### config.mk
export PLATFORM = sky130hd
export DESIGN_NAME = activation_function_unit_core
export DESIGN_NICKNAME = d
export VERILOG_FILES = /design/src/design/afu_pkg.sv /design/src/design/activation_function_unit_core.sv /design/src/design/afu_sig_interp.sv
export SDC_FILE = /design/constraint.sdc
export NUM_CORES = 1
export LEC_CHECK = 0
export BUFFER_PORTS_ARGS = -buffer_cell sky130_fd_sc_hd__buf_4
export CAP_MARGIN = 25
export CORE_MARGIN = 2
export CORE_UTILIZATION = 49
export DETAILED_ROUTE_END_ITERATION = 12
export PLACE_DENSITY = 0.74
export SLEW_MARGIN = 15
export SYNTH_ARGS = -nofsm -noshare
export SYNTH_HDL_FRONTEND = slang
export SYNTH_SLANG_ARGS = --single-unit
### constraint.sdc
create_clock -name clk -period 13.8 [get_ports clk]
set_input_delay 2.76 -clock clk [delete_from_list [all_inputs] [get_ports clk]]
set_output_delay 2.76 -clock clk [all_outputs]
set_load 0.02 [all_outputs]
### src/design/afu_pkg.sv
// ----------------------------------------------------------------------------
// Activation function unit package
// Mode codes, widths and the sigmoid table, built at elaboration in fixed point.
// ----------------------------------------------------------------------------
package afu_pkg;

	// Number of interpolation segments over |x| in [0, 8).
	localparam int SEGMENTS = 64;
	localparam int IDX_W    = $clog2(SEGMENTS + 1);
	localparam int FRAC_W   = 15;
	localparam int POS_W    = FRAC_W + IDX_W;
	localparam int ROM_W    = 12;
	localparam int SIG_W    = 13;
	localparam int PROD_W   = 2 * SIG_W;

	localparam logic [SIG_W-1:0] Q12_ONE = 13'd4096;

	typedef enum logic [2:0] {
		MODE_SIGMOID   = 3'd0,
		MODE_SIGMOID_D = 3'd1,
		MODE_RELU      = 3'd2,
		MODE_RELU_D    = 3'd3,
		MODE_TANH      = 3'd4,
		MODE_TANH_D    = 3'd5,
		MODE_IDENTITY  = 3'd6,
		MODE_ONE       = 3'd7
	} mode_t;

	typedef struct packed {
		logic en_s2;
		logic en_s3;
	} stage_en_t;

	typedef logic [ROM_W-1:0] rom_word_t;
	typedef rom_word_t [SEGMENTS:0] rom_arr_t;

	localparam logic [63:0] FX_ONE  = 64'h4000_0000_0000_0000;
	localparam logic [63:0] FX_HALF = 64'h2000_0000_0000_0000;

	// Rounded product of two Q2.62 values, built from 32-bit partial products.
	function automatic logic [63:0] fx_mul(logic [63:0] a, logic [63:0] b);
		logic [63:0] ah, al, bh, bl, ll, lh, hl, hh, mid, lo, hi, lo2;
		ah  = a >> 32;
		al  = a & 64'h0000_0000_FFFF_FFFF;
		bh  = b >> 32;
		bl  = b & 64'h0000_0000_FFFF_FFFF;
		ll  = al * bl;
		lh  = al * bh;
		hl  = ah * bl;
		hh  = ah * bh;
		mid = (ll >> 32) + (lh & 64'h0000_0000_FFFF_FFFF) + (hl & 64'h0000_0000_FFFF_FFFF);
		lo  = (ll & 64'h0000_0000_FFFF_FFFF) | (mid << 32);
		hi  = hh + (lh >> 32) + (hl >> 32) + (mid >> 32);
		lo2 = lo + FX_HALF;
		if (lo2 < lo) begin
			hi = hi + 64'd1;
		end
		return (hi << 2) | (lo2 >> 62);
	endfunction

	// Restoring division, used only while the table is built.
	function automatic logic [63:0] div_u64(logic [63:0] num, logic [63:0] den);
		logic [64:0] rem;
		logic [63:0] quo;
		rem = '0;
		quo = '0;
		for (int i = 63; i >= 0; i--) begin
			rem = {rem[63:0], num[i]};
			if (rem >= {1'b0, den}) begin
				rem    = rem - {1'b0, den};
				quo[i] = 1'b1;
			end
		end
		return quo;
	endfunction

	// round(4096 / (1 + p)) for p in Q2.62 within (0, 1].
	function automatic rom_word_t fx_sig_q12(logic [63:0] p);
		logic [63:0] d, q, r;
		d = FX_ONE + p;
		q = (p == 64'd0) ? 64'd1 : 64'd0;
		r = (p == 64'd0) ? 64'd0 : FX_ONE;
		for (int i = 0; i < 13; i++) begin
			r = r << 1;
			q = q << 1;
			if (r >= d) begin
				r    = r - d;
				q[0] = 1'b1;
			end
		end
		return ROM_W'((q + 64'd1) >> 1);
	endfunction

	// Sigmoid at the segment ends: exp(-8/SEGMENTS) by series, then powers of it.
	function automatic rom_arr_t build_rom();
		rom_arr_t    rom;
		logic [63:0] y, term, e, p;
		y    = (FX_ONE / SEGMENTS) * 64'd8 + ((FX_ONE % SEGMENTS) * 64'd8) / SEGMENTS;
		term = FX_ONE;
		e    = FX_ONE;
		p    = FX_ONE;
		for (int n = 1; n <= 40; n++) begin
			term = div_u64(fx_mul(term, y), 64'(n));
			if (n % 2 == 1) begin
				e = e - term;
			end else begin
				e = e + term;
			end
		end
		for (int k = 0; k <= SEGMENTS; k++) begin
			rom[k] = fx_sig_q12(p);
			p      = fx_mul(p, e);
		end
		return rom;
	endfunction

	localparam rom_arr_t SIG_ROM = build_rom();

endpackage

### src/design/activation_function_unit_core.sv
// ----------------------------------------------------------------------------
// Activation function unit core
// Five-stage Q4.12 activation pipeline: sigmoid, tanh, ReLU and derivatives.
// ----------------------------------------------------------------------------
// Usage
// The input channel carries one signed Q4.12 sample on x_in; a transfer takes
// place on a rising edge where in_valid is high and in_stall is low. The
// output channel returns one signed Q4.12 result on y_out for every sample,
// in order, transferred on an edge where out_valid is high and out_stall low.
// The function is chosen by the three-bit mode register, written through
// mode_we and mode_wdata; it should only be changed while the pipeline is
// empty, and each sample carries the mode that was current when it entered.
// A transferred sample passes through the pipeline registers in stage order
// and is offered on y_out from the last one. Throughput is one sample per
// cycle while the output is not stalled, set by the five pipeline registers,
// each of which can take a new sample as soon as its current one moves on.
// When the receiver stalls, the result is held in the output register and
// the stages behind it keep filling their bubbles; in_stall rises only once
// every stage holds a sample. Reset clears all stage valid bits and sets the
// mode to sigmoid; it takes effect at once and nothing is in flight after it.
// ----------------------------------------------------------------------------
module activation_function_unit_core (
	input  logic               clk,
	input  logic               arst_n,
	input  logic               mode_we,
	input  logic [2:0]         mode_wdata,
	input  logic               in_valid,
	output logic               in_stall,
	input  logic signed [15:0] x_in,
	output logic               out_valid,
	input  logic               out_stall,
	output logic signed [15:0] y_out
);

	// Mode register.
	afu_pkg::mode_t mode_q;

	always_ff @(posedge clk or negedge arst_n) begin
		if (!arst_n) begin
			mode_q <= afu_pkg::MODE_SIGMOID;
		end else if (mode_we) begin
			mode_q <= afu_pkg::mode_t'(mode_wdata);
		end
	end

	// Pipeline flow control. A stage may load when it is empty or when the
	// sample it holds moves on at the same edge.
	logic v_s1, v_s2, v_s3, v_s4, v_s5;
	logic rdy_s1, rdy_s2, rdy_s3, rdy_s4, rdy_s5;

	assign rdy_s5   = !v_s5 || !out_stall;
	assign rdy_s4   = !v_s4 || rdy_s5;
	assign rdy_s3   = !v_s3 || rdy_s4;
	assign rdy_s2   = !v_s2 || rdy_s3;
	assign rdy_s1   = !v_s1 || rdy_s2;
	assign in_stall = !rdy_s1;

	always_ff @(posedge clk or negedge arst_n) begin
		if (!arst_n) begin
			v_s1 <= 1'b0;
			v_s2 <= 1'b0;
			v_s3 <= 1'b0;
			v_s4 <= 1'b0;
			v_s5 <= 1'b0;
		end else begin
			if (rdy_s1) begin
				v_s1 <= in_valid;
			end
			if (rdy_s2) begin
				v_s2 <= v_s1;
			end
			if (rdy_s3) begin
				v_s3 <= v_s2;
			end
			if (rdy_s4) begin
				v_s4 <= v_s3;
			end
			if (rdy_s5) begin
				v_s5 <= v_s4;
			end
		end
	end

	// Stage 1: the argument of the sigmoid. Tanh works on 2x, saturated to
	// 16 bits, and the magnitude is split into a segment index and fraction.
	logic                             tanh_mode;
	logic signed [15:0]               arg;
	logic [15:0]                      mag;
	logic [afu_pkg::POS_W-1:0]        pos;

	logic [afu_pkg::IDX_W-1:0]        idx_s1;
	logic [afu_pkg::FRAC_W-1:0]       frac_s1;
	logic                             neg_s1;
	afu_pkg::mode_t                   mode_s1;
	logic signed [15:0]               x_s1;

	assign tanh_mode = (mode_q == afu_pkg::MODE_TANH) || (mode_q == afu_pkg::MODE_TANH_D);

	always_comb begin
		if (!tanh_mode) begin
			arg = x_in;
		end else if (x_in[15:14] == 2'b01) begin
			arg = 16'sh7FFF;
		end else if (x_in[15:14] == 2'b10) begin
			arg = -16'sh8000;
		end else begin
			arg = {x_in[14:0], 1'b0};
		end
	end

	// The most negative sample gives a magnitude of exactly 8.0, which lands
	// on the last table point.
	assign mag = arg[15] ? (~arg + 16'd1) : arg;
	assign pos = afu_pkg::POS_W'(mag) * afu_pkg::POS_W'(afu_pkg::SEGMENTS);

	always_ff @(posedge clk) begin
		if (rdy_s1 && in_valid) begin
			idx_s1  <= pos[afu_pkg::POS_W-1:afu_pkg::FRAC_W];
			frac_s1 <= pos[afu_pkg::FRAC_W-1:0];
			neg_s1  <= arg[15];
			mode_s1 <= mode_q;
			x_s1    <= x_in;
		end
	end

	// Stages 2 and 3: table read and interpolation; mode and sample ride along.
	afu_pkg::stage_en_t        sig_en;
	logic [afu_pkg::SIG_W-1:0] sg_s3;
	afu_pkg::mode_t            mode_s2, mode_s3;
	logic signed [15:0]        x_s2, x_s3;

	assign sig_en.en_s2 = rdy_s2 && v_s1;
	assign sig_en.en_s3 = rdy_s3 && v_s2;

	afu_sig_interp u_sig_interp (
		.clk  (clk),
		.en   (sig_en),
		.idx  (idx_s1),
		.frac (frac_s1),
		.neg  (neg_s1),
		.sg   (sg_s3)
	);

	always_ff @(posedge clk) begin
		if (sig_en.en_s2) begin
			mode_s2 <= mode_s1;
			x_s2    <= x_s1;
		end
		if (sig_en.en_s3) begin
			mode_s3 <= mode_s2;
			x_s3    <= x_s2;
		end
	end

	// Stage 4: tanh from the sigmoid, the product for the sigmoid and tanh
	// derivatives, and the finished result for every mode that needs no product.
	logic signed [14:0]          t_val;
	logic [afu_pkg::SIG_W-1:0]   t_mag;
	logic [afu_pkg::SIG_W-1:0]   mul_a, mul_b;
	logic signed [15:0]          direct;

	logic [afu_pkg::PROD_W-1:0]  prod_s4;
	logic signed [15:0]          direct_s4;
	afu_pkg::mode_t              mode_s4;

	assign t_val = $signed({1'b0, sg_s3, 1'b0}) - 15'sd4096;
	assign t_mag = t_val[14] ? afu_pkg::SIG_W'(-t_val) : afu_pkg::SIG_W'(t_val);

	always_comb begin
		if (mode_s3 == afu_pkg::MODE_SIGMOID_D) begin
			mul_a = sg_s3;
			mul_b = afu_pkg::Q12_ONE - sg_s3;
		end else begin
			mul_a = t_mag;
			mul_b = t_mag;
		end
	end

	always_comb begin
		direct = '0;
		unique case (mode_s3)
			afu_pkg::MODE_SIGMOID:   direct = {3'b000, sg_s3};
			afu_pkg::MODE_SIGMOID_D: direct = '0;
			afu_pkg::MODE_RELU:      direct = x_s3[15] ? 16'sd0 : x_s3;
			afu_pkg::MODE_RELU_D:    direct = (!x_s3[15] && (x_s3 != 16'sd0)) ? 16'sd4096 : 16'sd0;
			afu_pkg::MODE_TANH:      direct = {t_val[14], t_val};
			afu_pkg::MODE_TANH_D:    direct = '0;
			afu_pkg::MODE_IDENTITY:  direct = x_s3;
			afu_pkg::MODE_ONE:       direct = 16'sd4096;
		endcase
	end

	always_ff @(posedge clk) begin
		if (rdy_s4 && v_s3) begin
			prod_s4   <= mul_a * mul_b;
			direct_s4 <= direct;
			mode_s4   <= mode_s3;
		end
	end

	// Stage 5: rounding of the product and the output register.
	logic [afu_pkg::PROD_W:0] prod_rnd;
	logic [14:0]              sq_q12;
	logic signed [15:0]       y_next;
	logic signed [15:0]       y_s5;

	assign prod_rnd = {1'b0, prod_s4} + (afu_pkg::PROD_W + 1)'(2048);
	assign sq_q12   = prod_rnd[afu_pkg::PROD_W:12];

	always_comb begin
		case (mode_s4)
			afu_pkg::MODE_SIGMOID_D: y_next = {1'b0, sq_q12};
			afu_pkg::MODE_TANH_D:    y_next = 16'sd4096 - $signed({1'b0, sq_q12});
			default:                 y_next = direct_s4;
		endcase
	end

	always_ff @(posedge clk) begin
		if (rdy_s5 && v_s4) begin
			y_s5 <= y_next;
		end
	end

	assign out_valid = v_s5;
	assign y_out     = y_s5;

endmodule

### src/design/afu_sig_interp.sv
// ----------------------------------------------------------------------------
// Sigmoid interpolator
// Table read (stage 2) and rounded linear interpolation with sign fold (stage 3).
// ----------------------------------------------------------------------------
module afu_sig_interp (
	input  logic                             clk,
	input  afu_pkg::stage_en_t               en,
	input  logic [afu_pkg::IDX_W-1:0]        idx,
	input  logic [afu_pkg::FRAC_W-1:0]       frac,
	input  logic                             neg,
	output logic [afu_pkg::SIG_W-1:0]        sg
);

	logic [afu_pkg::IDX_W-1:0]  hi_idx;
	afu_pkg::rom_word_t         lo_rd;
	afu_pkg::rom_word_t         hi_rd;

	afu_pkg::rom_word_t         lo_s2;
	afu_pkg::rom_word_t         diff_s2;
	logic [afu_pkg::FRAC_W-1:0] frac_s2;
	logic                       neg_s2;

	logic [afu_pkg::ROM_W+afu_pkg::FRAC_W:0] rnd;
	logic [afu_pkg::SIG_W-1:0]               mag_sig;
	logic [afu_pkg::SIG_W-1:0]               sg_s3;

	// The last point has no right neighbour; its fraction is always zero.
	assign hi_idx = (idx == afu_pkg::IDX_W'(afu_pkg::SEGMENTS)) ? idx : idx + 1'b1;
	assign lo_rd  = afu_pkg::SIG_ROM[idx];
	assign hi_rd  = afu_pkg::SIG_ROM[hi_idx];

	always_ff @(posedge clk) begin
		if (en.en_s2) begin
			lo_s2   <= lo_rd;
			diff_s2 <= hi_rd - lo_rd;
			frac_s2 <= frac;
			neg_s2  <= neg;
		end
	end

	assign rnd     = (afu_pkg::ROM_W + afu_pkg::FRAC_W + 1)'(diff_s2 * frac_s2)
	               + (afu_pkg::ROM_W + afu_pkg::FRAC_W + 1)'(16384);
	assign mag_sig = {1'b0, lo_s2} + rnd[afu_pkg::ROM_W+afu_pkg::FRAC_W:afu_pkg::FRAC_W];

	always_ff @(posedge clk) begin
		if (en.en_s3) begin
			sg_s3 <= neg_s2 ? (afu_pkg::Q12_ONE - mag_sig) : mag_sig;
		end
	end

	assign sg = sg_s3;

endmodule

### Yosys cells after proc, flatten, opt, wreduce, memory -nomap -nowiden

Memories as Yosys holds them, arrays and structs flattened.
Cells that the tools add are included.

* register bits: 190
* latch bits: 0
* memory bits (writable): 0
* memory bits (read-only): 3072
* memories: 2

* $add $sub $neg: 11
* $mul: 2
* divide/modulo/power cells: 0
* $lt $le $gt $ge: 2
* eq/ne operators: 14
* shift-type cells: 0
* mux-type cells: 15
* bitwise gates (word level): 1
* reductions and logical operators: 23

Memory list
* (name not given): depth 128, bits a word 12, rd ports 1, clocked after memory_dff 0, wr ports 0, RTL line afu_sig_interp.sv:29 `assign lo_rd = afu_pkg::SIG_ROM[idx];`
* (name not given): depth 128, bits a word 12, rd ports 1, clocked after memory_dff 0, wr ports 0, RTL line afu_sig_interp.sv:30 `assign hi_rd = afu_pkg::SIG_ROM[hi_idx];`

Operator list (number)
* $pmux 16 s7: 1
* $mux 13: 5
* $mux 16: 3
* $pmux 16 s2: 1
* $mux 15: 2
* $add 27x15->28 const B: 1
* $add 26x12->27 const B: 1
* $mul 13x13->26: 1
* $sub 13x13->13 const A: 2
* $mux 12: 2
* $eq 3x3->1 const B: 7
* $mul 12x9->21: 1
* $add 16x1->16 const B: 1
* $lt 7x8->1 const B: 2
* $not 16->16: 1
* $reduce_bool 16->1: 1
* $sub 13x15->16 const A: 1
* $sub 14x13->15 const B: 1
* $add 12x13->13: 1
* $neg 13->13: 1
* $sub 12x12->12: 1
* $logic_not 1->1: 8
* $add 7x1->7 const B: 1
* $eq 7x7->1 const B: 1
* other kinds (9): 21

### Longest topological paths before layout

* depth in word-level cells: 7
* depth in mapped cells: 32
* gate-level depth less buffers: 31

### Cells and area by module

From an unflattened synthesis, not the netlist that was laid out.

* cell total of the unflattened synthesis: 2464
* area total of the unflattened synthesis: 22287.6 um^2

By module, submodules not included
* activation_function_unit_core: times used 1, cells each 1292, area an instance 12258.0 um^2, seq. area each 3923.8 um^2
* afu_sig_interp: times used 1, cells each 1172, area an instance 10029.6 um^2, seq. area each 1561.5 um^2

### Least setup slack after synthesis

OpenSTA, ideal clock, no wires.

* path type: reg2reg
* start: reg u_sig_interp.sg_s3, in the netlist u_sig_interp.sg[0]
* end: reg prod_s4[25] (netlist bit) (data pin)
* setup time: 0.261 ns
* arrival: 7.748 ns
* slack: 5.791 ns
* stages on the path, launching flop included: 27
* buffers on the path: 2
* period minus slack after synthesis: 8.009 ns
* path through: edfxtp_1 -> clkbuf_1 -> inv_1 -> ha_1 -> nand2b_1 -> or4_1 -> or3_1 -> and3_1 -> o21ai_0 -> o21a_1 -> clkbuf_1 -> nand2_1 -> fa_1 -> inv_1 -> fa_1 -> fa_1 -> fa_1 -> fa_1 -> ha_1 -> a2111o_1 -> a2111oi_0 -> o31a_1 -> a211oi_1 -> o311a_1 -> o21a_1 -> o21a_1 -> a311o_1

* cells in the longest elaborated chain, start to end: 5

RTL lines
* from (decl): RTL line afu_sig_interp.sv:25 `logic [afu_pkg::SIG_W-1:0] sg_s3;`
* from (signal assigned): RTL line afu_sig_interp.sv:47 `sg_s3 <= neg_s2 ? (afu_pkg::Q12_ONE - mag_sig) : mag_sig;`
* $sub 14x13->15: RTL line activation_function_unit_core.sv:166 `assign t_val = $signed({1'b0, sg_s3, 1'b0}) - 15'sd4096;`
* $neg 13->13: RTL line activation_function_unit_core.sv:167 `assign t_mag = t_val[14] ? afu_pkg::SIG_W'(-t_val) : afu_pkg::SIG_W'(t_val);`
* $mux 13: RTL line activation_function_unit_core.sv:167
* $mux 13: RTL line activation_function_unit_core.sv:170 `if (mode_s3 == afu_pkg::MODE_SIGMOID_D) begin`
* $mul 13x13->26 *: RTL line activation_function_unit_core.sv:195 `prod_s4 <= mul_a * mul_b;`
* to (signal assigned): RTL line activation_function_unit_core.sv:195
* to (decl): RTL line activation_function_unit_core.sv:162 `logic [afu_pkg::PROD_W-1:0] prod_s4;`

Mark *: on every way between the ends. The rest lies on a longest branch, timed or not.
A chain may end at the register's enable or synchronous reset.

### Worst setup path after layout

Ends and elaborated chain as after synthesis.

==> key figures <==
Logic synthesis
  – Syn. warnings: 0
  – Synth Flop Type: edfxtp_1
  – Post-synthesis adder-cell area fraction: 0.287
  – Xor and xnor area share after synthesis: 0.0580
  – Mux contribution to synthesized area: 0.0107
  – Avg Cell Area, Syn: 9.06 µm²
  – Async SR Flop Fraction: 0.0449
  – Synth Area in Compound Gates: 0.122
  – Yosys reg bits: 178
  – Synthesized instance count: 2182
  – Synth Area in Simple Gates: 0.180
  – Distinct cells, synth: 89
  – Largest family of logic cells by synthesized area: adder cells
  – Seq/Total Area, Yosys: 0.268
  – Cell Area, Synth: 19800 µm²
  – Number of flops mapped to enable cells by yosys: 170
  – Post-synthesis net count: 2544

Timing
  – Final TNS setup: 0 ns
  – Slew HR: 0.331
  – Clock Skews: 0.0224 ns
  – Final setup violation count: 0
  – Fin. max-slew vios: 0
  – Least-Margin Pin Slew: 1.00 ns
  – Hold Vio Cnt, Final: 0
  – Max Freq: 114 MHz
  – Post-route minimum period: 8.76 ns
  – Final period util: 0.635
  – RSZ-0062 raised after global routing: no

CTS
  – Worst-Skew Late Latency: 0.45 ns
  – Clock-pin slew on the worst setup and hold paths: 0.08 ns
  – Clk buf depth: 2
  – CTS tree: done
  – Hold buffers post-CTS: 0
  – Postcts setup bufs: 0
  – Inserted Clock Buffers: 17
  – CTS root buf: clkbuf_16
  – Post-CTS resize count: 0
  – Clock Sinks: 178
  – Htree depth: 4

Worst setup path
  – Critical path launch point type: flop
  – CP Capture Type: flop
  – RR Endpoint: prod_s4[25]$_DFFE_PP_
  – CP max stage cell: a2111oi_0
  – Worst-path maximum fanout: 15
  – R2r setup slk: 5.04 ns
  – CP Data Arrival Time: 8.94 ns
  – Most frequent CP cell: fa_1
  – CP peak stage delay: 0.62 ns
  – Worst endpoint required time: 13.98 ns
  – Reg2reg start: u_sig_interp.sg[0]$_DFFE_PP_
  – Worst r2r path cells: 24
  – Sequence of cells on the critical path: inv_1, ha_1, nand2b_1, or4_1, or3_1, and3_1, o21ai_0, o21a_1, nand2_1, fa_1, inv_1, fa_1, fa_1, fa_1, fa_1, ha_1, a2111o_1, a2111oi_0, o31a_1, a211oi_1, o311a_1, o21a_1, o21a_1, a311o_1
  – Critical path type: flop to flop

Worst hold path
  – Hold depth: 0
  – Hold Startpoint: frac_s1[10]$_DFFE_PP_
  – Worst Hold End: u_sig_interp.frac_s2[10]$_DFFE_PP_
  – Worst Hold Class: flop to flop

Routing
  – Residual DRC count: 0
  – Final ANT Viol Nets: 0
  – Total wire length: 45.1 mm
  – WL/cell: 16.8 µm
  – Vias per cell: 5.65
  – Vias: 15200
  – Number of DRC markers in iteration 0: 1183
  – Drt first pass iters: 5

Global routing
  – Vias in the first global route: 15000
  – Grt total ovfl: 0
  – First-pass GRT wire length: 75.1 mm
  – Initial antenna violation count: 0
  – Gr usage total: 0.222
  – Largest net degree at the start of global routing: 53

Cells and area
  – Ant diodes: 0
  – Layout cells sized above 1: 0.0642
  – Nets: 2513
  – Final Cell Area: 21100 µm²
  – Finished Core Util: 0.530
  – Area Overhead vs Synth: 6.64%

Floorplan
  – IO Pins: 42
  – Die Y: 205 µm
  – Core area: 39800 µm²
  – Initial Util: 0.497
  – Die Area: 42000 µm²
  – Row count: 73
  – DIE WIDTH: 205 µm

Placement
  – Port Buffers: 41
  – Routability congestion estimate: 0.940
  – HPWL Detailed: 35.9 mm
  – Area of placed instances: 20500 µm²

Run status
  – Status: completed

Flow run
  – Max_cap viols: 0
cell type report:
class                           count  area, µm²
Clock buffer                       17        425
Clock inverter                     15        189
Fill cell                        3591      18700
Inverter                          279       1050
Multi-Input combinational cell   1615      13000
Sequential cell                   178       5310
Tap cell                          525        657
Timing Repair Buffer               60        450
flip-flops by register name, indices dropped and copies added, names as in the netlist, 7 cells and up:
name	flops
u_sig_interp.frac_s2	9
x_s1	16
y_out	16
u_sig_interp.lo_s2	11
x_s3	16
direct_s4	16
frac_s1	9
idx_s1	7
prod_s4	15
u_sig_interp.sg	13
u_sig_interp.diff_s2	12
x_s2	16
metal layers:
metal / GRT usage / vias up / wire, µm
met4: 0.0745 / 0 / 1210
met2: 0.385 / 447 / 22500
met3: 0.0296 / 88 / 2100
li1: - / 7205 / -
met1: 0.286 / 7453 / 19300
met5: 0 / - / 0
metrics by stage:
| step | hold WS, ns | setup slack (ns) | cells |
|---|---|---|---|
| after floorplan | 0.400 | 5.79 | 2182 |
| after global placement | 0.402 | 5.41 | 2657 |
| after detailed placement | 0.405 | 5.15 | 2657 |
| after CTS | 0.416 | 5.10 | 2689 |
| after global routing | 0.422 | 4.72 | 2689 |
| final | 0.416 | 5.04 | 2689 |
critical path, delay by kind of cell (launching register included):
kind                       cells  cell delay, ns
AOI/OAI and AO/OA             10            3.43
adders and majority gates      7            2.94
and+or+nand+nor                5            1.29
DFF                            1            0.59
buffers and inverters          2            0.23
logic make-up after synthesis:
logic type	count (synthesis)
AOI/OAI and AO/OA	385
xor gates and xnor gates	131
adders and majority gates	338
buffers and inverters	389
DFF	178
muxes	18
and+or+nand+nor	743
synth_stat cells, types with 25 or more instances:
cell	instances	share of area
nand2_1	302	0.057
inv_1	276	0.052
fa_1	192	0.19
edfxtp_1	170	0.26
nor2_1	155	0.029
ha_1	146	0.092
o21ai_0	134	0.034
clkbuf_1	95	0.018
a21oi_1	92	0.023
xnor2_1	79	0.035
and2_1	71	0.022
xor2_1	52	0.023
nor3_1	34	0.0086
nand3_1	29	0.0073
nor2b_1	25	0.0079
cells in the final DEF (no fill, tap or decap), types with 13 or more instances in the layout:
cell type  synthesis  layout
nand2b_1          23      23
or2_2             15      15
nor3_1            34      34
nor2_1           155     155
o21a_1            15      15
a211oi_1          14      14
o211ai_1          20      20
buf_4              0      60
fa_1             192     192
inv_1            276     276
xnor2_1           79      78
o21ai_0          134     134
clkbuf_16          0      17
a21oi_1           92      92
nor2b_1           25      24
a21o_1            15      15
or3_1             13      13
nand2_1          302     302
ha_1             146     146
nand4_1           14      14
and3_1            18      18
nand3_1           29      29
edfxtp_1         170     170
xor2_1            52      52
and2_1            71      70
worst max-delay path by stage:
stage	startpoint	to	depth (start not counted)
6_report	u_sig_interp.sg[0]$_DFFE_PP_	prod_s4[25]$_DFFE_PP_	24
2_1_floorplan	u_sig_interp.sg[0]$_DFFE_PP_	prod_s4[25]$_DFFE_PP_	26
3_5_place_dp	u_sig_interp.sg[0]$_DFFE_PP_	prod_s4[25]$_DFFE_PP_	24
3_3_place_gp	u_sig_interp.sg[0]$_DFFE_PP_	prod_s4[25]$_DFFE_PP_	27
5_1_grt	u_sig_interp.sg[0]$_DFFE_PP_	prod_s4[25]$_DFFE_PP_	25
4_1_cts	u_sig_interp.sg[0]$_DFFE_PP_	prod_s4[25]$_DFFE_PP_	24
Power is left out: the tool's default activity adds up to more than one toggle a clock period on the data nets, which glitch-free logic cannot reach.
